===== src/hw/rtl/lpsc_pkg.sv =====
package lpsc_pkg;

    // Unit status codes
    localparam logic [1:0] ST_OK    = 2'd0;
    localparam logic [1:0] ST_ZERO  = 2'd1;
    localparam logic [1:0] ST_TRUNC = 2'd2;

    // Prefix size limits and reset value
    localparam logic [2:0] PREFIX_MIN   = 3'd1;
    localparam logic [2:0] PREFIX_MAX   = 3'd4;
    localparam logic [2:0] PREFIX_RESET = 3'd4;

    // Start code 00 00 00 01, entry 0 goes out first
    localparam int START_LEN = 4;
    localparam logic [START_LEN-1:0][7:0] START_CODE = {8'h01, 8'h00, 8'h00, 8'h00};

    // Counts start code bytes already sent, 0..START_LEN
    typedef logic [2:0] start_idx_t;

    typedef struct packed {
        logic [7:0] in_byte;
        logic       unit_last;
    } in_t;

    typedef struct packed {
        logic [7:0] out_byte;
        logic       byte_valid;
        logic       unit_end;
        logic [1:0] status;
    } out_t;

    // One classified input byte, as handed from front to back
    typedef struct packed {
        logic [7:0] data;
        logic       has_data;
        logic       start;
        logic       unit_end;
        logic [1:0] status;
    } cmd_t;

endpackage


===== src/hw/rtl/lpsc_front.sv =====
module lpsc_front #(
    parameter int LENGTH_BITS = 32
) (
    input  logic                  clk,
    input  logic                  rst_n,
    input  logic                  prefix_we,
    input  logic [2:0]            prefix_wdata,
    input  logic                  item_valid,
    input  lpsc_pkg::in_t         item,
    output logic                  cmd_push,
    output lpsc_pkg::cmd_t        cmd
);

    typedef enum logic [1:0] {
        PH_PREFIX  = 2'b01,
        PH_PAYLOAD = 2'b10
    } phase_t;

    phase_t                 phase_reg, phase_next;
    logic [2:0]             prefix_reg;
    logic [2:0]             count_reg, count_next;
    logic [LENGTH_BITS-1:0] rem_reg, rem_next;
    logic                   first_reg, first_next;
    logic [1:0]             err_reg, err_next;
    logic [2:0]             eff_prefix;
    logic [2:0]             count_inc;
    logic [LENGTH_BITS+7:0] rem_grown;
    logic [LENGTH_BITS-1:0] rem_shift;
    logic [LENGTH_BITS-1:0] rem_dec;

    always_comb
    begin
        if (prefix_reg < lpsc_pkg::PREFIX_MIN)
        begin
            eff_prefix = lpsc_pkg::PREFIX_MIN;
        end
        else if (prefix_reg > lpsc_pkg::PREFIX_MAX)
        begin
            eff_prefix = lpsc_pkg::PREFIX_MAX;
        end
        else
        begin
            eff_prefix = prefix_reg;
        end
    end

    // length shift saturates once the top byte is in use
    assign rem_grown = {rem_reg, item.in_byte};
    assign rem_shift = (rem_grown[LENGTH_BITS+7 -: 8] != 8'd0) ? '1
                     : rem_grown[LENGTH_BITS-1:0];
    assign rem_dec   = (rem_reg != '0) ? rem_reg - LENGTH_BITS'(1) : rem_reg;
    assign count_inc = count_reg + 3'd1;

    always_comb
    begin
        phase_next   = phase_reg;
        count_next   = count_reg;
        rem_next     = rem_reg;
        first_next   = first_reg;
        err_next     = err_reg;
        cmd.data     = item.in_byte;
        cmd.has_data = 1'b0;
        cmd.start    = 1'b0;
        cmd.unit_end = item.unit_last;
        cmd.status   = lpsc_pkg::ST_OK;

        if (err_reg == lpsc_pkg::ST_OK)
        begin
            unique case (phase_reg)
                PH_PREFIX:
                begin
                    rem_next = rem_shift;
                    if (count_inc >= eff_prefix)
                    begin
                        count_next = 3'd0;
                        if (rem_shift == '0)
                        begin
                            err_next = lpsc_pkg::ST_ZERO;
                        end
                        else
                        begin
                            phase_next = PH_PAYLOAD;
                            first_next = 1'b1;
                        end
                    end
                    else
                    begin
                        count_next = count_inc;
                    end
                    if (item.unit_last && err_next == lpsc_pkg::ST_OK)
                    begin
                        err_next = lpsc_pkg::ST_TRUNC;
                    end
                end
                PH_PAYLOAD:
                begin
                    cmd.has_data = 1'b1;
                    cmd.start    = first_reg;
                    first_next   = 1'b0;
                    rem_next     = rem_dec;
                    if (rem_dec == '0)
                    begin
                        phase_next = PH_PREFIX;
                        count_next = 3'd0;
                    end
                    else if (item.unit_last)
                    begin
                        err_next = lpsc_pkg::ST_TRUNC;
                    end
                end
                default:
                begin
                    phase_next = PH_PREFIX;
                end
            endcase
        end

        if (item.unit_last)
        begin
            cmd.status = err_next;
            phase_next = PH_PREFIX;
            count_next = 3'd0;
            rem_next   = '0;
            first_next = 1'b0;
            err_next   = lpsc_pkg::ST_OK;
        end
    end

    // bytes that yield nothing (prefix, dropped) are not queued
    assign cmd_push = item_valid && (cmd.has_data || item.unit_last);

    always_ff @(posedge clk or negedge rst_n)
    begin
        if (!rst_n)
        begin
            prefix_reg <= lpsc_pkg::PREFIX_RESET;
            phase_reg  <= PH_PREFIX;
            count_reg  <= 3'd0;
            rem_reg    <= '0;
            first_reg  <= 1'b0;
            err_reg    <= lpsc_pkg::ST_OK;
        end
        else
        begin
            if (prefix_we)
            begin
                prefix_reg <= prefix_wdata;
            end
            if (item_valid)
            begin
                phase_reg <= phase_next;
                count_reg <= count_next;
                rem_reg   <= rem_next;
                first_reg <= first_next;
                err_reg   <= err_next;
            end
        end
    end

endmodule


===== src/hw/rtl/lpsc_fifo.sv =====
module lpsc_fifo #(
    parameter int DEPTH = 4
) (
    input  logic           clk,
    input  logic           rst_n,
    input  logic           wr_en,
    input  lpsc_pkg::cmd_t wr_data,
    input  logic           rd_en,
    output lpsc_pkg::cmd_t rd_data,
    output logic           full,
    output logic           empty
);

    localparam int PTR_W = $clog2(DEPTH);
    localparam int CNT_W = $clog2(DEPTH + 1);

    lpsc_pkg::cmd_t   mem_reg [DEPTH];
    logic [PTR_W-1:0] wr_ptr_reg, wr_ptr_next;
    logic [PTR_W-1:0] rd_ptr_reg, rd_ptr_next;
    logic [CNT_W-1:0] count_reg, count_next;
    logic             do_wr, do_rd;

    assign full    = (count_reg == CNT_W'(DEPTH));
    assign empty   = (count_reg == '0);
    assign do_wr   = wr_en && !full;
    assign do_rd   = rd_en && !empty;
    assign rd_data = mem_reg[rd_ptr_reg];

    always_comb
    begin
        wr_ptr_next = wr_ptr_reg;
        rd_ptr_next = rd_ptr_reg;
        count_next  = count_reg;
        if (do_wr)
        begin
            wr_ptr_next = (wr_ptr_reg == PTR_W'(DEPTH - 1)) ? '0 : wr_ptr_reg + PTR_W'(1);
        end
        if (do_rd)
        begin
            rd_ptr_next = (rd_ptr_reg == PTR_W'(DEPTH - 1)) ? '0 : rd_ptr_reg + PTR_W'(1);
        end
        if (do_wr && !do_rd)
        begin
            count_next = count_reg + CNT_W'(1);
        end
        else if (do_rd && !do_wr)
        begin
            count_next = count_reg - CNT_W'(1);
        end
    end

    always_ff @(posedge clk or negedge rst_n)
    begin
        if (!rst_n)
        begin
            wr_ptr_reg <= '0;
            rd_ptr_reg <= '0;
            count_reg  <= '0;
        end
        else
        begin
            wr_ptr_reg <= wr_ptr_next;
            rd_ptr_reg <= rd_ptr_next;
            count_reg  <= count_next;
        end
    end

    always_ff @(posedge clk)
    begin
        if (do_wr)
        begin
            mem_reg[wr_ptr_reg] <= wr_data;
        end
    end

`ifndef SYNTHESIS
    a_count_bound: assert property (@(posedge clk) disable iff (!rst_n)
        count_reg <= CNT_W'(DEPTH))
        else $error("fifo count above depth");

    a_no_write_when_full: assert property (@(posedge clk) disable iff (!rst_n)
        full |-> !wr_en)
        else $error("command written into full fifo");
`endif

endmodule


===== src/hw/rtl/lpsc_back.sv =====
module lpsc_back (
    input  logic           clk,
    input  logic           rst_n,
    input  logic           cmd_empty,
    input  lpsc_pkg::cmd_t cmd,
    output logic           cmd_pop,
    input  logic           pop,
    output logic           empty,
    output lpsc_pkg::out_t out_item
);

    lpsc_pkg::start_idx_t idx_reg, idx_next;
    logic                 in_start;
    logic                 take;

    assign in_start = cmd.start && (idx_reg < lpsc_pkg::start_idx_t'(lpsc_pkg::START_LEN));
    assign empty    = cmd_empty;
    assign take     = pop && !cmd_empty;
    assign cmd_pop  = take && !in_start;

    always_comb
    begin
        if (in_start)
        begin
            out_item.out_byte   = lpsc_pkg::START_CODE[idx_reg[1:0]];
            out_item.byte_valid = 1'b1;
            out_item.unit_end   = 1'b0;
            out_item.status     = lpsc_pkg::ST_OK;
        end
        else
        begin
            out_item.out_byte   = cmd.has_data ? cmd.data : 8'd0;
            out_item.byte_valid = cmd.has_data;
            out_item.unit_end   = cmd.unit_end;
            out_item.status     = cmd.unit_end ? cmd.status : lpsc_pkg::ST_OK;
        end
    end

    always_comb
    begin
        idx_next = idx_reg;
        if (take)
        begin
            idx_next = in_start ? idx_reg + lpsc_pkg::start_idx_t'(1) : '0;
        end
    end

    always_ff @(posedge clk or negedge rst_n)
    begin
        if (!rst_n)
        begin
            idx_reg <= '0;
        end
        else
        begin
            idx_reg <= idx_next;
        end
    end

`ifndef SYNTHESIS
    a_idx_needs_start: assert property (@(posedge clk) disable iff (!rst_n)
        (idx_reg != '0) |-> (!cmd_empty && cmd.start))
        else $error("start code index set without a start command at head");

    a_idx_bound: assert property (@(posedge clk) disable iff (!rst_n)
        idx_reg <= lpsc_pkg::start_idx_t'(lpsc_pkg::START_LEN))
        else $error("start code index past end");
`endif

endmodule


===== src/hw/rtl/length_prefixed_to_start_code_nal_top.sv =====
// Length-prefixed NAL units in, start-code NAL units out.
// Input queue side: an in_item transfer happens when push is high and full is
// low; one byte of the access unit per transfer, unit_last on its final byte.
// Output queue side: out_item holds the oldest result while empty is low and
// is a transfer when pop is high. A NAL payload's first byte is preceded by
// 00 00 00 01; prefix bytes and bytes after an error produce nothing, except
// that the final byte always produces a result with unit_end and status.
// prefix_we/prefix_wdata set the prefix size (reset 4); change it when idle.
// A result's command is registered in the queue; out_item reads the queue head.
// Throughput: one input byte per cycle while full is low; the output side moves
// one result per cycle while pop is high, so each start code's four extra results
// are absorbed by the QUEUE_DEPTH-entry command queue ahead of the output sequencer.
// full rises only when that queue is full, so a stalled receiver backs up
// into full after QUEUE_DEPTH queued commands. Reset clears parser state,
// the queue and the start code counter; no clearing pass.
module length_prefixed_to_start_code_nal_top #(
    parameter int LENGTH_BITS = 32,  // length accumulator width, 8..32
    parameter int QUEUE_DEPTH = 4    // command queue entries, >= 2
) (
    input  logic           clk,
    input  logic           rst_n,
    // configuration
    input  logic           prefix_we,
    input  logic [2:0]     prefix_wdata,
    // input queue side
    input  logic           push,
    output logic           full,
    input  lpsc_pkg::in_t  in_item,
    // output queue side
    input  logic           pop,
    output logic           empty,
    output lpsc_pkg::out_t out_item
);

    logic           item_valid;
    logic           cmd_push;
    logic           cmd_pop;
    logic           cmd_empty;
    lpsc_pkg::cmd_t cmd_in;
    lpsc_pkg::cmd_t cmd_head;

    assign item_valid = push && !full;

    // parser: strips length prefixes, tracks errors, classifies each byte
    lpsc_front #(
        .LENGTH_BITS (LENGTH_BITS)
    ) u_front (
        .clk          (clk),
        .rst_n        (rst_n),
        .prefix_we    (prefix_we),
        .prefix_wdata (prefix_wdata),
        .item_valid   (item_valid),
        .item         (in_item),
        .cmd_push     (cmd_push),
        .cmd          (cmd_in)
    );

    // decouples parser from the output sequencer
    lpsc_fifo #(
        .DEPTH (QUEUE_DEPTH)
    ) u_fifo (
        .clk     (clk),
        .rst_n   (rst_n),
        .wr_en   (cmd_push),
        .wr_data (cmd_in),
        .rd_en   (cmd_pop),
        .rd_data (cmd_head),
        .full    (full),
        .empty   (cmd_empty)
    );

    // expands start commands into four start code results, then the byte
    lpsc_back u_back (
        .clk       (clk),
        .rst_n     (rst_n),
        .cmd_empty (cmd_empty),
        .cmd       (cmd_head),
        .cmd_pop   (cmd_pop),
        .pop       (pop),
        .empty     (empty),
        .out_item  (out_item)
    );

endmodule


===== config.mk =====
export PLATFORM = sky130hd
export DESIGN_NAME = length_prefixed_to_start_code_nal_top
export DESIGN_NICKNAME = d
export VERILOG_FILES = /design/src/hw/rtl/lpsc_pkg.sv /design/src/hw/rtl/lpsc_front.sv /design/src/hw/rtl/lpsc_fifo.sv /design/src/hw/rtl/lpsc_back.sv /design/src/hw/rtl/length_prefixed_to_start_code_nal_top.sv
export SDC_FILE = /design/constraint.sdc
export NUM_CORES = 1
export LEC_CHECK = 0
export BUFFER_PORTS_ARGS = -buffer_cell sky130_fd_sc_hd__buf_2
export CAP_MARGIN = 15
export CORE_ASPECT_RATIO = 1.1
export CORE_MARGIN = 5
export CORE_UTILIZATION = 40
export DETAILED_ROUTE_END_ITERATION = 16
export SYNTH_ARGS = -nofsm -noshare
export SYNTH_HDL_FRONTEND = slang
export SYNTH_SLANG_ARGS = --single-unit

===== constraint.sdc =====
create_clock -name clk -period 4.5 [get_ports clk]
set_input_delay 0.9 -clock clk [delete_from_list [all_inputs] [get_ports clk]]
set_output_delay 0.9 -clock clk [all_outputs]
set_load 0.05 [all_outputs]

== After elaboration in Yosys (flattened, before gate mapping) ==
Memories as Yosys holds them, arrays and structs flattened.
Cells that the tools add are included.

* Input bits: 17
* Memories kept: 1
* Register bits after elaboration: 53
* Output and inout port bits: 14
* RAM bits: 52

* Muxes and demuxes: 48
* Equal/unequal tests: 8
* Add/subtract/negate cells: 7
* Reduce and logical (&&, ||, !) cells: 30
* $lt $le $gt $ge: 5

{| class="wikitable"
|+ Memory list
! memory !! depth !! bits a word !! rd ports !! clocked after memory_dff !! write ports !! line !! RTL
|-
| u_fifo.mem_reg || 4 || 13 || 1 || 0 || 1 || lpsc_fifo.sv:17 || <nowiki>lpsc_pkg::cmd_t mem_reg [DEPTH];</nowiki>
|}

{| class="wikitable"
|+ Operators by type and width
! kind !! number
|-
| 2-to-1 mux 32 bit || 4
|-
| logical NOT 32 bit || 2
|-
| one-hot mux 32 bit (2 select lines) || 1
|-
| 2-to-1 mux 2 bit || 20
|-
| nonzero test 32 bit || 1
|-
| subtractor 32 x 1 -> 32 bit, second input constant || 1
|-
| 2-to-1 mux 3 bit || 9
|-
| binary-select mux 8 bit (select 2 bit) || 1
|-
| 2-to-1 mux 8 bit || 2
|-
| 2-to-1 mux 12 bit || 1
|-
| logical AND 1 bit || 10
|-
| AND reduction 5 bit || 2
|-
| adder 3 x 1 -> 3 bit, second input constant || 3
|-
| one-hot mux 2 bit (2 select lines) || 2
|-
| nonzero test 8 bit || 1
|-
| equality test 2 bit, second input constant || 3
|-
| 2-to-1 mux 1 bit || 6
|-
| inequality test 3 x 2 -> 1 bit, second input constant || 2
|-
| one-hot mux 3 bit (2 select lines) || 1
|-
| logical NOT 1 bit || 5
|-
| adder 2 x 1 -> 2 bit, second input constant || 2
|-
| logical NOT 2 bit || 2
|-
| AND reduction 4 bit || 1
|-
| nonzero test 2 bit || 2
|-
| 14 further kinds || 14
|}

== Depth between registers and ports, before layout ==
Gate-level depths: netlist of the first run.

* Word-level depth: 13
* Mapped depth: 12
* Gate-level depth less buffers: 11

== Cells and area by module ==
From an unflattened synthesis of the first run, not the netlist that was laid out.

* Cells, all modules: 570
* Area total of the unflattened synthesis: 6153.4 µm²

{| class="wikitable"
|+ By module, submodules not included
! module !! instances !! seq. area each (µm²) !! cells an instance !! area an instance (µm²)
|-
| lpsc_front || 1 || 1078.5 || 436 || 3548.4
|-
| lpsc_fifo || 1 || 1736.7 || 105 || 2318.5
|-
| lpsc_back || 1 || 75.1 || 28 || 272.8
|-
| length_prefixed_to_start_code_nal_top || 1 || 0.0 || 1 || 13.8
|}

== Worst setup path before layout of the first run ==
OpenSTA, ideal clock, no wires.

* Kind: reg2reg
* Start point: register u_fifo.count_reg[0]
* End point: register u_fifo.count_reg[1]
* Arrival time: 3.126 ns
* Setup slack: 1.249 ns
* Setup time: 0.125 ns
* Clock period less this slack: 3.251 ns
* Stages on the path, launching flop included: 9
* Path through: dfrtp_1 nor3b_1 nand3b_1 nor2_1 clkbuf_1 ha_1 inv_1 fa_1 mux2_2

* Elaborated cells between the ends (all ways): 19

{| class="wikitable"
|+ RTL lines
! item !! line !! RTL
|-
| start: declaration || lpsc_fifo.sv:20 || <nowiki>logic [CNT_W-1:0] count_reg, count_next;</nowiki>
|-
| start signal: assignment || lpsc_fifo.sv:64 || <nowiki>count_reg <= count_next;</nowiki>
|-
| equality test 3 bit (*) || lpsc_fifo.sv:23 || <nowiki>assign full = (count_reg == CNT_W'(DEPTH));</nowiki>
|-
| via full || length_prefixed_to_start_code_nal_top.sv:27 || <nowiki>output logic full,</nowiki>
|-
| logical NOT 1 bit (*) || lpsc_fifo.sv:25, length_prefixed_to_start_code_nal_top.sv:42 ||
|-
| logical AND 1 bit || length_prefixed_to_start_code_nal_top.sv:42 || <nowiki>assign item_valid = push && !full;</nowiki>
|-
| logical AND 1 bit || lpsc_front.sv:130 || <nowiki>assign cmd_push = item_valid && (cmd.has_data || item.unit_last);</nowiki>
|-
| logical AND 1 bit (*) || lpsc_fifo.sv:25 || <nowiki>assign do_wr = wr_en && !full;</nowiki>
|-
| via u_fifo.do_wr || lpsc_fifo.sv:21 || <nowiki>logic do_wr, do_rd;</nowiki>
|-
| logical AND 1 bit (*) || lpsc_fifo.sv:42 || <nowiki>if (do_wr && !do_rd)</nowiki>
|-
| 2-to-1 mux 3 bit (*) || lpsc_fifo.sv:42 ||
|-
| via u_fifo.count_next[1] || lpsc_fifo.sv:20 ||
|}

Mark *: on every way through the listed nets, which the timed path passes. The rest lies on a longest branch. The select of a mux whose other input is x is not followed.
A chain may end at the register's enable or synchronous reset.

==> impl_metrics.sql, run 1 <==
INSERT INTO impl_metrics (metric_group, metric, value, unit) VALUES
('routing', 'wirelength_met1', '6875', 'um'),
('timing', 'post-route-period-util', '0.7689', ''),
('setup_path', 'regToRegEndpoint', 'u_fifo.mem_reg[3][1]', ''),
('timing', 'report.final.hold_viol_count', '0', ''),
('yosys', 'synthesis.yosys.warnings', '0', ''),
('finish', 'layout-drive-gt1-share', '0.1729', ''),
('timing', 'hold_slack', '0.4884', 'ns'),
('setup_path', 'cp-end-kind', 'register', ''),
('yosys', 'ys_async_sr_fraction', '0.5048', ''),
('setup_path', 'crit-reg2reg-launch', 'u_front.rem_reg[4]', ''),
('routing', 'drc_errors', '0', ''),
('flow_run', 'drv_cap', '0', ''),
('clock_tree', 'cts_setup_buffers', '0', ''),
('grt', 'first_global_vias', '4781', ''),
('clock_tree', 'cts_hold_buffers', '0', ''),
('clock_tree', 'cts_root_buffer', 'sky130_fd_sc_hd__clkbuf_16', ''),
('yosys', 'synth_fp_nets', '613', ''),
('timing', 'fin_crit', '3.460', 'ns'),
('timing', 'finalSetupTns', '0', 'ns'),
('floorplanning', 'die_w', '127.5', 'um'),
('yosys', 'synthCells', '581', ''),
('floorplanning', 'die_height', '139.3', 'um'),
('timing', 'slew_headroom', '0.5052', ''),
('timing', 'grt_setup_unrepaired', 'false', ''),
('grt', 'grt_util_all_layers', '0.1834', ''),
('setup_path', 'worst_path_fanout_max', '10', ''),
('power_and_ir_drop', 'ir_drop', '0.0001930', 'V'),
('grt', 'grt.overflow.total', '0', ''),
('grt', 'antenna_violations_before_repair', '0', ''),
('finish', 'layout_common_cells', 'sky130_fd_sc_hd__o21ai_0, sky130_fd_sc_hd__edfxtp_1, sky130_fd_sc_hd__dfrtp_1, sky130_fd_sc_hd__nor2_1, sky130_fd_sc_hd__nand2_1', ''),
('yosys', 'synthesis.area_per_instance', '10.46', 'um2'),
('timing', 'report.final.setup_viol', '0', ''),
('timing', 'finalClockSkew', '0.01258', 'ns'),
('grt', 'grt_max_degree', '37', ''),
('setup_path', 'setup.worst_path.start', 'u_front.rem_reg[4]', ''),
('status', 'outcome', 'complete, no violations', ''),
('timing', 'tightestPinTransition', '0.7422', 'ns'),
('floorplanning', 'design.portCount', '31', ''),
('floorplanning', 'die_area', '17760', 'um2'),
('yosys', 'ys_seq_area_frac', '0.4755', ''),
('floorplanning', 'initial_core_util', '0.4053', ''),
('routing', 'detailroute.wirelength.met2', '7561', 'um'),
('min_path', 'hp-class', 'register to register', ''),
('finish', 'area_growth_syn_to_layout', '8.893', '%'),
('finish', 'finalNetCount', '617', ''),
('clock_tree', 'ctsHtreeMaxLevel', '3', ''),
('finish', 'largest_register_ff_count', '52', ''),
('floorplanning', 'floorplan.rows', '47', ''),
('floorplanning', 'design.core.area', '15000', 'um2'),
('clock_tree', 'cts.sink_count', '105', ''),
('setup_path', 'regToRegSetupSlack', '1.04', 'ns'),
('yosys', 'ys_ff_latch', '105', ''),
('clock_tree', 'tritoncts', 'built', ''),
('power_and_ir_drop', 'power.leakage', '2.511', 'nW'),
('routing', 'met3_wirelength', '769', 'um'),
('yosys', 'total_standard_cell_area_after_synthesis', '6078', 'um2'),
('placement', 'dp.final_hpwl', '10900', 'um'),
('finish', 'layout.area.seq', '2890', 'um2'),
('finish', 'n_antenna_cell', '0', ''),
('power_and_ir_drop', 'design_power_total', '4.173', 'mW'),
('yosys', 'synth_edf_count', '52', ''),
('setup_path', 'crit_path_arrival_time', '3.55', 'ns'),
('placement', 'gpl.final_weighted_congestion', '0.9280', ''),
('finish', 'multi_input_area', '2932', 'um2'),
('finish', 'nFillCells', '1460', ''),
('routing', 'drt-vias-per-instance', '6.135', ''),
('routing', 'vias_post_dr', '4822', ''),
('setup_path', 'critPathCapture', 'u_fifo.mem_reg[3][1]', ''),
('setup_path', 'setup.worst_path.class', 'register to register', ''),
('yosys', 'ys_types', '70', ''),
('clock_tree', 'tritoncts.num_buffers', '9', '');
-- synth_stat cells, types with 3 or more instances --
cell type / n / share of area
sky130_fd_sc_hd__xnor2_1: 8 / 0.012
sky130_fd_sc_hd__o31ai_1: 16 / 0.020
sky130_fd_sc_hd__mux4_2: 12 / 0.044
sky130_fd_sc_hd__ha_1: 14 / 0.029
sky130_fd_sc_hd__a2111oi_0: 3 / 0.0043
sky130_fd_sc_hd__o21a_1: 5 / 0.0062
sky130_fd_sc_hd__nor3_1: 23 / 0.019
sky130_fd_sc_hd__edfxtp_1: 52 / 0.26
sky130_fd_sc_hd__clkbuf_1: 36 / 0.022
sky130_fd_sc_hd__buf_2: 6 / 0.0049
sky130_fd_sc_hd__nand2b_1: 6 / 0.0062
sky130_fd_sc_hd__buf_6: 4 / 0.0074
sky130_fd_sc_hd__o31a_1: 5 / 0.0072
sky130_fd_sc_hd__a21boi_0: 3 / 0.0037
sky130_fd_sc_hd__a211oi_1: 3 / 0.0037
sky130_fd_sc_hd__a22o_1: 18 / 0.026
sky130_fd_sc_hd__xor2_1: 4 / 0.0058
sky130_fd_sc_hd__and3_1: 11 / 0.011
sky130_fd_sc_hd__nand2_1: 34 / 0.021
sky130_fd_sc_hd__mux2_2: 4 / 0.0074
sky130_fd_sc_hd__or3_1: 5 / 0.0051
sky130_fd_sc_hd__nand4_1: 7 / 0.0072
sky130_fd_sc_hd__and2_1: 6 / 0.0062
sky130_fd_sc_hd__a31oi_1: 4 / 0.0041
sky130_fd_sc_hd__a21o_1: 9 / 0.011
sky130_fd_sc_hd__and4_1: 4 / 0.0058
sky130_fd_sc_hd__a21oi_1: 17 / 0.014
sky130_fd_sc_hd__dfrtp_1: 51 / 0.21
sky130_fd_sc_hd__or4_1: 10 / 0.012
sky130_fd_sc_hd__or2_2: 8 / 0.0082
sky130_fd_sc_hd__o41ai_1: 12 / 0.017
sky130_fd_sc_hd__nor2_1: 49 / 0.030
sky130_fd_sc_hd__nor2b_1: 7 / 0.0072
sky130_fd_sc_hd__nor4_1: 11 / 0.011
sky130_fd_sc_hd__nor4_2: 3 / 0.0062
sky130_fd_sc_hd__nand3_1: 4 / 0.0033
sky130_fd_sc_hd__o21ai_0: 52 / 0.043
sky130_fd_sc_hd__inv_1: 12 / 0.0074
sky130_fd_sc_hd__or3_4: 3 / 0.0056
-- power by group --
part	internal [mW]	switching, mW	total [mW]
sequential	1.28	0.405	1.69
clock	0.394	0.364	0.758
combinational	0.684	1.05	1.73
total	2.36	1.81	4.17
-- critical path: stages, from the launching register on --
cell and delay (ns):
sky130_fd_sc_hd__dfrtp_1 0.48, sky130_fd_sc_hd__or4_1 0.73, sky130_fd_sc_hd__o41ai_1 0.43, sky130_fd_sc_hd__nand2_1 0.14, sky130_fd_sc_hd__nor4b_1 0.60, sky130_fd_sc_hd__nor2_1 0.15
sky130_fd_sc_hd__o31a_1 0.34, sky130_fd_sc_hd__o31a_1 0.32
-- cells by family after synthesis --
logic type	Yosys count	share of synthesized area
multiplexers	17	0.05352
AO/OA/AOI/OAI	167	0.1892
AND/OR/NAND/NOR	206	0.1898
buffers and inverters	59	0.04261
adder cells (fa/ha/maj)	15	0.03211
flip-flops	105	0.4755
XOR/XNOR	12	0.01729
-- cell type report --
| cell class | instances | share of cell area |
|---|---|---|
| clock buffers | 11 | 0.03667 |
| clock inverters | 5 | 0.005860 |
| inverters | 12 | 0.006805 |
| multi-input cells | 417 | 0.4429 |
| flip-flops and latches | 105 | 0.4367 |
| well taps | 196 | 0.03705 |
| repair buffers | 40 | 0.03403 |
-- worst min-delay path by stage --
stage	startpoint	endpoint	depth (start not counted)
2_1_floorplan	u_back.idx_reg[1]	u_back.idx_reg[1]	2
3_3_place_gp	u_fifo.count_reg[2]	u_fifo.count_reg[2]	1
6_report	u_fifo.count_reg[2]	u_fifo.count_reg[2]	1
3_5_place_dp	u_fifo.count_reg[2]	u_fifo.count_reg[2]	1
5_1_grt	u_fifo.count_reg[2]	u_fifo.count_reg[2]	1
4_1_cts	u_fifo.count_reg[2]	u_fifo.count_reg[2]	1
-- per-layer routing --
metal / GRT usage / vias to the layer above
met4: 0.09486 / 0
met5: 0 / -
met3: 0.02760 / 55
met1: 0.2388 / 2363
met2: 0.2955 / 175
li1: - / 2229
-- through the flow --
stage	setup WS (ns)	std cells	area, um2	utilization
after floorplan	1.249	581	6078	-
after global routing	0.9035	786	6619	0.4414
after detailed placement	1.135	770	6337	0.4226
after CTS	1.102	786	6619	0.4414
final	1.040	786	6619	0.4414
after global placement	1.137	770	6337	0.4226
(Power assumes the default switching activity.)
==> run 2, diff against run 1 <==
- clock period: 4.5 -> 2.8 ns (I/O delays scaled with it)
==> run 2 against run 1 <==
  * The run now ends with negative setup slack left
  * Maximum frequency up 20%
  * First-iteration DRC count up 47%
  * Sequential power up 47%
  * Register-to-register slack worse by 1.1 ns
  * Via count up 7.4%
  * Global-route usage up 2.1 points
==> impl_metrics.sql, run 2 (synthesis gave the netlist of run 1 again) <==
INSERT INTO impl_metrics (metric_group, metric, value, unit) VALUES
('min_path', 'hp-class', 'input port to asynchronous set/reset pin', ''),
('grt', 'grt.overflow.total', '0', ''),
('setup_path', 'cp_common_cell', 'sky130_fd_sc_hd__o31a_1', ''),
('setup_path', 'worst_path_fanout_max', '5', ''),
('finish', 'final_cell_area', '7518', 'um2'),
('grt', 'antenna_violations_before_repair', '0', ''),
('placement', 'number_of_placed_instances_with_taps_included', '862', ''),
('grt', 'grt_max_degree', '54', ''),
('finish', 'layout_common_cells', 'sky130_fd_sc_hd__buf_4, sky130_fd_sc_hd__edfxtp_1, sky130_fd_sc_hd__o21ai_0, sky130_fd_sc_hd__nor2_1, sky130_fd_sc_hd__dfrtp_1', ''),
('power_and_ir_drop', 'ir_drop', '0.0003537', 'V'),
('floorplanning', 'initial_core_util', '0.4053', ''),
('routing', 'drt-vias-per-instance', '5.848', ''),
('grt', 'grt_pass1_wl', '28560', 'um'),
('setup_path', 'slowest_delay', '0.59', 'ns'),
('floorplanning', 'floorplan.rows', '47', ''),
('status', 'outcome', 'finished, violations left', ''),
('floorplanning', 'die_w', '127.5', 'um'),
('finish', 'layout-drive-gt1-share', '0.3203', ''),
('setup_path', 'cp-end-kind', 'register', ''),
('timing', 'report.final.hold_viol_count', '0', ''),
('power_and_ir_drop', 'clkPwrFrac', '0.157', ''),
('clock_tree', 'clk_transition_reported_paths', '0.08', 'ns'),
('floorplanning', 'die_area', '17760', 'um2'),
('finish', 'multi_input_area', '3043', 'um2'),
('finish', 'nFillCells', '1376', ''),
('clock_tree', 'clkLatencyLatePin', '0.36', 'ns'),
('timing', 'report.final.setup_viol', '4', ''),
('power_and_ir_drop', 'seq_power_share', '0.322', ''),
('timing', 'tightestPinTransition', '0.7226', 'ns'),
('timing', 'finalMaxSlewViolations', '0', ''),
('finish', 'area_growth_syn_to_layout', '23.69', '%'),
('flow_run', 'drv_cap', '0', ''),
('setup_path', 'setup.worst_path.class', 'register to register', ''),
('setup_path', 'cp.required', '2.90', 'ns'),
('power_and_ir_drop', 'internal_power', '4.430', 'mW'),
('clock_tree', 'tritoncts.num_buffers', '9', ''),
('finish', 'post-route-util', '0.5014', ''),
('routing', 'routed_wirelength', '17680', 'um'),
('timing', 'crit_path_setup_slack_layout', '-0.08056', 'ns'),
('finish', 'most_frequent_standard_cell_in_the_layout_excluding_fill_and_tap_cells', 'sky130_fd_sc_hd__buf_4', ''),
('grt', 'first_global_vias', '5317', ''),
('finish', 'finalNetCount', '717', ''),
('routing', 'routed_wire_length_per_instance', '19.95', 'um'),
('placement', 'placement.cell_area', '7091', 'um2'),
('power_and_ir_drop', 'power.share.switching', '0.4235', ''),
('setup_path', 'crit_path_arrival_time', '2.98', 'ns'),
('grt', 'grt_util_all_layers', '0.2039', ''),
('setup_path', 'setup.worst_path.start', 'u_front.rem_reg[0]', ''),
('floorplanning', 'design.portCount', '31', ''),
('clock_tree', 'tritoncts', 'built', ''),
('routing', 'drtAntennaViolNets', '0', ''),
('finish', 'layout.area.seq', '2894', 'um2'),
('clock_tree', 'ctsHtreeMaxLevel', '3', ''),
('timing', 'fin_crit', '2.881', 'ns'),
('setup_path', 'start_kind', 'register', ''),
('floorplanning', 'design.core.area', '15000', 'um2'),
('power_and_ir_drop', 'design_power_total', '7.685', 'mW'),
('floorplanning', 'die_height', '139.3', 'um'),
('timing', 'slew_headroom', '0.5182', ''),
('power_and_ir_drop', 'power_density', '1022', 'nW/um2'),
('setup_path', 'crit-reg2reg-launch', 'u_front.rem_reg[0]', ''),
('placement', 'dp.final_hpwl', '12530', 'um'),
('clock_tree', 'cts_root_buffer', 'sky130_fd_sc_hd__clkbuf_16', ''),
('setup_path', 'slowest_stage_cell_on_the_critical_path', 'sky130_fd_sc_hd__or4_4', ''),
('routing', 'drtIter0Drc', '513', ''),
('timing', 'finalSetupTns', '-0.3176', 'ns'),
('routing', 'drtPass1Iterations', '5', ''),
('timing', 'post-route-period-util', '1.029', ''),
('power_and_ir_drop', 'power.leakage', '3.020', 'nW'),
('timing', 'hold_slack', '0.3372', 'ns'),
('timing', 'achievable-frequency', '347.2', 'MHz'),
('setup_path', 'crit_path_cell_trace', 'or4_4, buf_4, nor4_4, and3_1, o21ai_1, o41a_4, o31a_1, o31a_1', ''),
('finish', 'n_antenna_cell', '0', ''),
('routing', 'vias_post_dr', '5181', ''),
('status', 'failed_checks', 'negative setup slack', ''),
('timing', 'grt_setup_unrepaired', 'true', ''),
('placement', 'preCtsSetupSlack', '-0.1815', 'ns'),
('finish', 'largest_register_ff_count', '52', ''),
('timing', 'finalClockSkew', '0.01211', 'ns'),
('power_and_ir_drop', 'p_sw', '3.255', 'mW'),
('power_and_ir_drop', 'share_comb_of_total_power', '0.521', ''),
('clock_tree', 'max-clock-path-buffers', '2', ''),
('routing', 'drc_errors', '0', ''),
('placement', 'placement.io_buffers', '30', ''),
('placement', 'gpl.final_weighted_congestion', '0.9354', ''),
('finish', 'post_layout_nonfiller_instances', '886', ''),
('clock_tree', 'cts.sink_count', '105', ''),
('clock_tree', 'cts_hold_buffers', '0', '');
==> run 2: worst paths after layout <==
check                                         to  slack, ns  cells past startpoint
max                         u_fifo.mem_reg[2][1]      -0.08                      8
min                           u_front.rem_reg[9]       0.34                      2
max reg2reg                 u_fifo.mem_reg[2][1]      -0.08                      8
min reg2reg                    u_back.idx_reg[1]       0.50                      2
max in group asynchronous     u_front.rem_reg[0]       1.96                      2
min in group clk           u_front.prefix_reg[2]       0.40                      2
==> run 2: power groups by stage <==
stage | clock network (mW) | logic [mW] | registers [mW]
3_3_place_gp | 0 | 3.78 | 2.46
3_5_place_dp | 0 | 3.82 | 2.48
6_report | 1.20 | 4.01 | 2.48
5_1_grt | 1.29 | 4.35 | 2.53
4_1_cts | 1.22 | 3.94 | 2.45
2_1_floorplan | 0 | 2.52 | 2.33
==> run 2: area by class of cell <==
type                       instances  share of cell area
clock inverter                     4            0.003994
inverter                          12            0.005991
timing repair buffer             140              0.1363
sequential                       105              0.3849
clock buffer                      12             0.03145
multi-input combinational        417              0.4047
tap                              196             0.03262
==> run 2: repair_timing <==
item	4_1_cts	5_1_grt
pin swaps	1	1
endpoints found under the setup margin	10	15
setup buffers	5	3
resized for setup	10	15
==> run 2: routing by layer <==
metal | wire length, um | vias to the layer above | GRT usage
li1 | - | 2429 | -
met4 | 468 | 0 | 0.07453
met1 | 7589 | 2536 | 0.2661
met3 | 810 | 35 | 0.02875
met5 | 0 | - | 0
met2 | 8806 | 181 | 0.3446
==> run 2: worst max-delay path: cells and delay by family (launching register included) <==
family	cells	cell delay [ns]
simple gates	3	0.95
flops	1	0.44
compound gates	4	1.04
buf+inv	1	0.17
==> run 3, diff against run 2 <==
==> constraint.sdc (replaced) <==
create_clock -name clk -period 2.8 [get_ports clk]
set_input_delay 0.28 -clock clk [delete_from_list [all_inputs] [get_ports clk]]
set_output_delay 0.28 -clock clk [all_outputs]
set_load 0.05 [all_outputs]
==> run 3 against run 2 <==
  * The run still ends with negative setup slack left
  * Register-to-register slack worse by 0.07 ns
  * Clock skew is 0.0041 ns lower
  * Worst hold slack worse by 0.27 ns
  * Global-route usage hardly changed
  * Non-clock buffer count is 13 higher
  * Clock-buffer cell count is 1 lower
  * Sequential cell count stayed put
  * Critical path depth is 2 higher
  * Setup slack worse by 0.066 ns
  * Critical path type unchanged
==> impl_metrics.sql, run 3 (synthesis gave the netlist of run 1 again) <==
INSERT INTO impl_metrics (metric_group, metric, value, unit) VALUES
('power_and_ir_drop', 'power_density', '1033', 'nW/um2'),
('setup_path', 'slowest_delay', '0.46', 'ns'),
('setup_path', 'cp.required', '2.88', 'ns'),
('setup_path', 'setup.worst_path.start', 'u_front.rem_reg[0]', ''),
('setup_path', 'logic_depth_of_the_worst_register_to_register_path', '10', ''),
('setup_path', 'crit_path_cell_trace', 'inv_2, ha_4, nor3b_4, nand4_1, buf_4, o31a_2, nor3_4, a31oi_2, o31a_1, o31a_1', ''),
('routing', 'wirelength_met1', '7533', 'um'),
('grt', 'grt.overflow.total', '0', ''),
('placement', 'dp.final_hpwl', '12740', 'um'),
('grt', 'first_global_vias', '5361', ''),
('clock_tree', 'cts.sink_count', '105', ''),
('timing', 'crit_path_setup_slack_layout', '-0.1462', 'ns'),
('timing', 'achievable-frequency', '339.4', 'MHz'),
('timing', 'report.final.setup_viol', '7', ''),
('timing', 'grt_setup_unrepaired', 'true', ''),
('setup_path', 'crit-reg2reg-launch', 'u_front.rem_reg[0]', ''),
('finish', 'layout_common_cells', 'sky130_fd_sc_hd__buf_4, sky130_fd_sc_hd__edfxtp_1, sky130_fd_sc_hd__nor2_1, sky130_fd_sc_hd__dfrtp_1, sky130_fd_sc_hd__o21ai_0', ''),
('routing', 'drt-vias-per-instance', '5.852', ''),
('flow_run', 'drv_cap', '0', ''),
('clock_tree', 'ctsHtreeMaxLevel', '3', ''),
('setup_path', 'cp_common_cell', 'sky130_fd_sc_hd__o31a_1', ''),
('routing', 'routed_wire_length_per_instance', '19.82', 'um'),
('floorplanning', 'die_w', '127.5', 'um'),
('routing', 'drtPass1Iterations', '5', ''),
('clock_tree', 'cts_root_buffer', 'sky130_fd_sc_hd__clkbuf_16', ''),
('routing', 'drtAntennaViolNets', '0', ''),
('setup_path', 'cp-end-kind', 'register', ''),
('routing', 'met3_wirelength', '847', 'um'),
('placement', 'placement.io_buffers', '30', ''),
('finish', 'post_layout_nonfiller_instances', '899', ''),
('clock_tree', 'max-clock-path-buffers', '2', ''),
('routing', 'drc_errors', '0', ''),
('clock_tree', 'tritoncts.num_buffers', '9', ''),
('status', 'outcome', 'finished, violations left', ''),
('timing', 'slew_headroom', '0.3533', ''),
('timing', 'finalClockSkew', '0.008060', 'ns'),
('placement', 'number_of_placed_instances_with_taps_included', '867', ''),
('grt', 'grt_util_all_layers', '0.2041', ''),
('routing', 'vias_post_dr', '5261', ''),
('setup_path', 'crit_path_arrival_time', '3.03', 'ns'),
('floorplanning', 'initial_core_util', '0.4053', ''),
('timing', 'report.final.hold_viol_count', '0', ''),
('floorplanning', 'design.core.area', '15000', 'um2'),
('finish', 'finalNetCount', '730', ''),
('setup_path', 'critPathCapture', 'u_fifo.mem_reg[1][1]', ''),
('timing', 'tightestPinTransition', '0.9700', 'ns'),
('routing', 'routed_wirelength', '17820', 'um'),
('setup_path', 'regToRegSetupSlack', '-0.15', 'ns'),
('power_and_ir_drop', 'power.leakage', '3.113', 'nW'),
('routing', 'drtIter0Drc', '400', ''),
('setup_path', 'worst_path_fanout_max', '6', ''),
('grt', 'grt_max_degree', '39', ''),
('finish', 'layout-drive-gt1-share', '0.3485', ''),
('clock_tree', 'tritoncts', 'built', ''),
('finish', 'largest_register_ff_count', '52', ''),
('timing', 'fin_crit', '2.946', 'ns'),
('clock_tree', 'clkLatencyLatePin', '0.35', 'ns'),
('finish', 'area_growth_syn_to_layout', '27.01', '%'),
('grt', 'grt_pass1_wl', '28760', 'um'),
('placement', 'gpl.final_weighted_congestion', '0.9417', ''),
('finish', 'most_frequent_standard_cell_in_the_layout_excluding_fill_and_tap_cells', 'sky130_fd_sc_hd__buf_4', ''),
('floorplanning', 'die_area', '17760', 'um2'),
('timing', 'finalMaxSlewViolations', '0', ''),
('floorplanning', 'die_height', '139.3', 'um'),
('timing', 'post-route-period-util', '1.052', ''),
('routing', 'detailroute.wirelength.met2', '8949', 'um'),
('min_path', 'hp-class', 'input port to asynchronous set/reset pin', ''),
('setup_path', 'regToRegEndpoint', 'u_fifo.mem_reg[1][1]', ''),
('finish', 'n_antenna_cell', '0', ''),
('grt', 'antenna_violations_before_repair', '0', ''),
('power_and_ir_drop', 'ir_drop', '0.0004478', 'V'),
('setup_path', 'slowest_stage_cell_on_the_critical_path', 'sky130_fd_sc_hd__dfrtp_2', ''),
('clock_tree', 'clk_transition_reported_paths', '0.07', 'ns'),
('setup_path', 'setup.worst_path.class', 'register to register', ''),
('timing', 'finalSetupTns', '-0.6583', 'ns'),
('status', 'failed_checks', 'negative setup slack', ''),
('setup_path', 'start_kind', 'register', ''),
('clock_tree', 'cts_hold_buffers', '0', ''),
('floorplanning', 'floorplan.rows', '47', ''),
('routing', 'top_signal_layer_used', 'met4', ''),
('floorplanning', 'design.portCount', '31', '');
run 3: final cells by class:
| class | count | area (um2) |
|---|---|---|
| sequential | 105 | 2894 |
| tap | 196 | 245.2 |
| timing repair buffer | 153 | 1110 |
| fill | 1365 | 7276 |
| clock inverter | 5 | 43.79 |
| inverter | 12 | 45.04 |
| clock buffer | 11 | 264.0 |
| multi-input combinational | 417 | 3118 |
run 3: critical path: cells and delay by family (launching register included):
family,cells,cell delay (ns)
AO/OA/AOI/OAI,4,1.05
adder cells (fa/ha/maj),1,0.14
flip-flops,1,0.46
buffers and inverters,2,0.33
AND/OR/NAND/NOR,3,0.69
run 3: power breakdown:
part	internal, mW	switching, mW	leakage, nW
Combinational	1.87	2.34	1.85
Clock	0.697	0.604	0.151
Sequential	2.07	0.401	1.12
Total	4.63	3.34	3.11
run 3: how the worst min path moves through the flow:
stage / slack (ns) / cells after the start / from / to
after floorplan: -0.02 / 0 / rst_n / u_back.idx_reg[0]
after global placement: 0.47 / 1 / rst_n / u_front.rem_reg[6]
after detailed placement: 0.48 / 1 / rst_n / u_front.rem_reg[6]
after CTS: 0.11 / 1 / rst_n / u_front.rem_reg[6]
after global routing: 0.14 / 2 / prefix_we / u_front.prefix_reg[2]
final: 0.07 / 1 / rst_n / u_front.rem_reg[6]
run 3: repair_timing:
item,CTS,global route
buffers inserted,7,10
resized for setup,17,23
setup endpoints to repair,10,14
pin swaps,6,7
run 3: per-stage QoR:
step / total power [mW] / instance area (um2) / hold WS (ns) / util / setup slack, ns
after floorplan: 4.851 / 6117 / -0.01559 / - / -0.1584
after global placement: 6.290 / 7116 / 0.4729 / 0.4745 / -0.1654
after detailed placement: 6.360 / 7116 / 0.4767 / 0.4745 / -0.3457
after CTS: 7.808 / 7542 / 0.1087 / 0.5030 / -0.08883
after global routing: 8.481 / 7720 / 0.1365 / 0.5148 / -0.2208
final: 7.975 / 7720 / 0.06877 / 0.5148 / -0.1462
run 3: routing by layer:
| metal | up-vias | GRT usage |
|---|---|---|
| met4 | 0 | 0.08131 |
| met5 | - | 0 |
| li1 | 2453 | - |
| met2 | 178 | 0.3438 |
| met3 | 43 | 0.03258 |
| met1 | 2587 | 0.2619 |
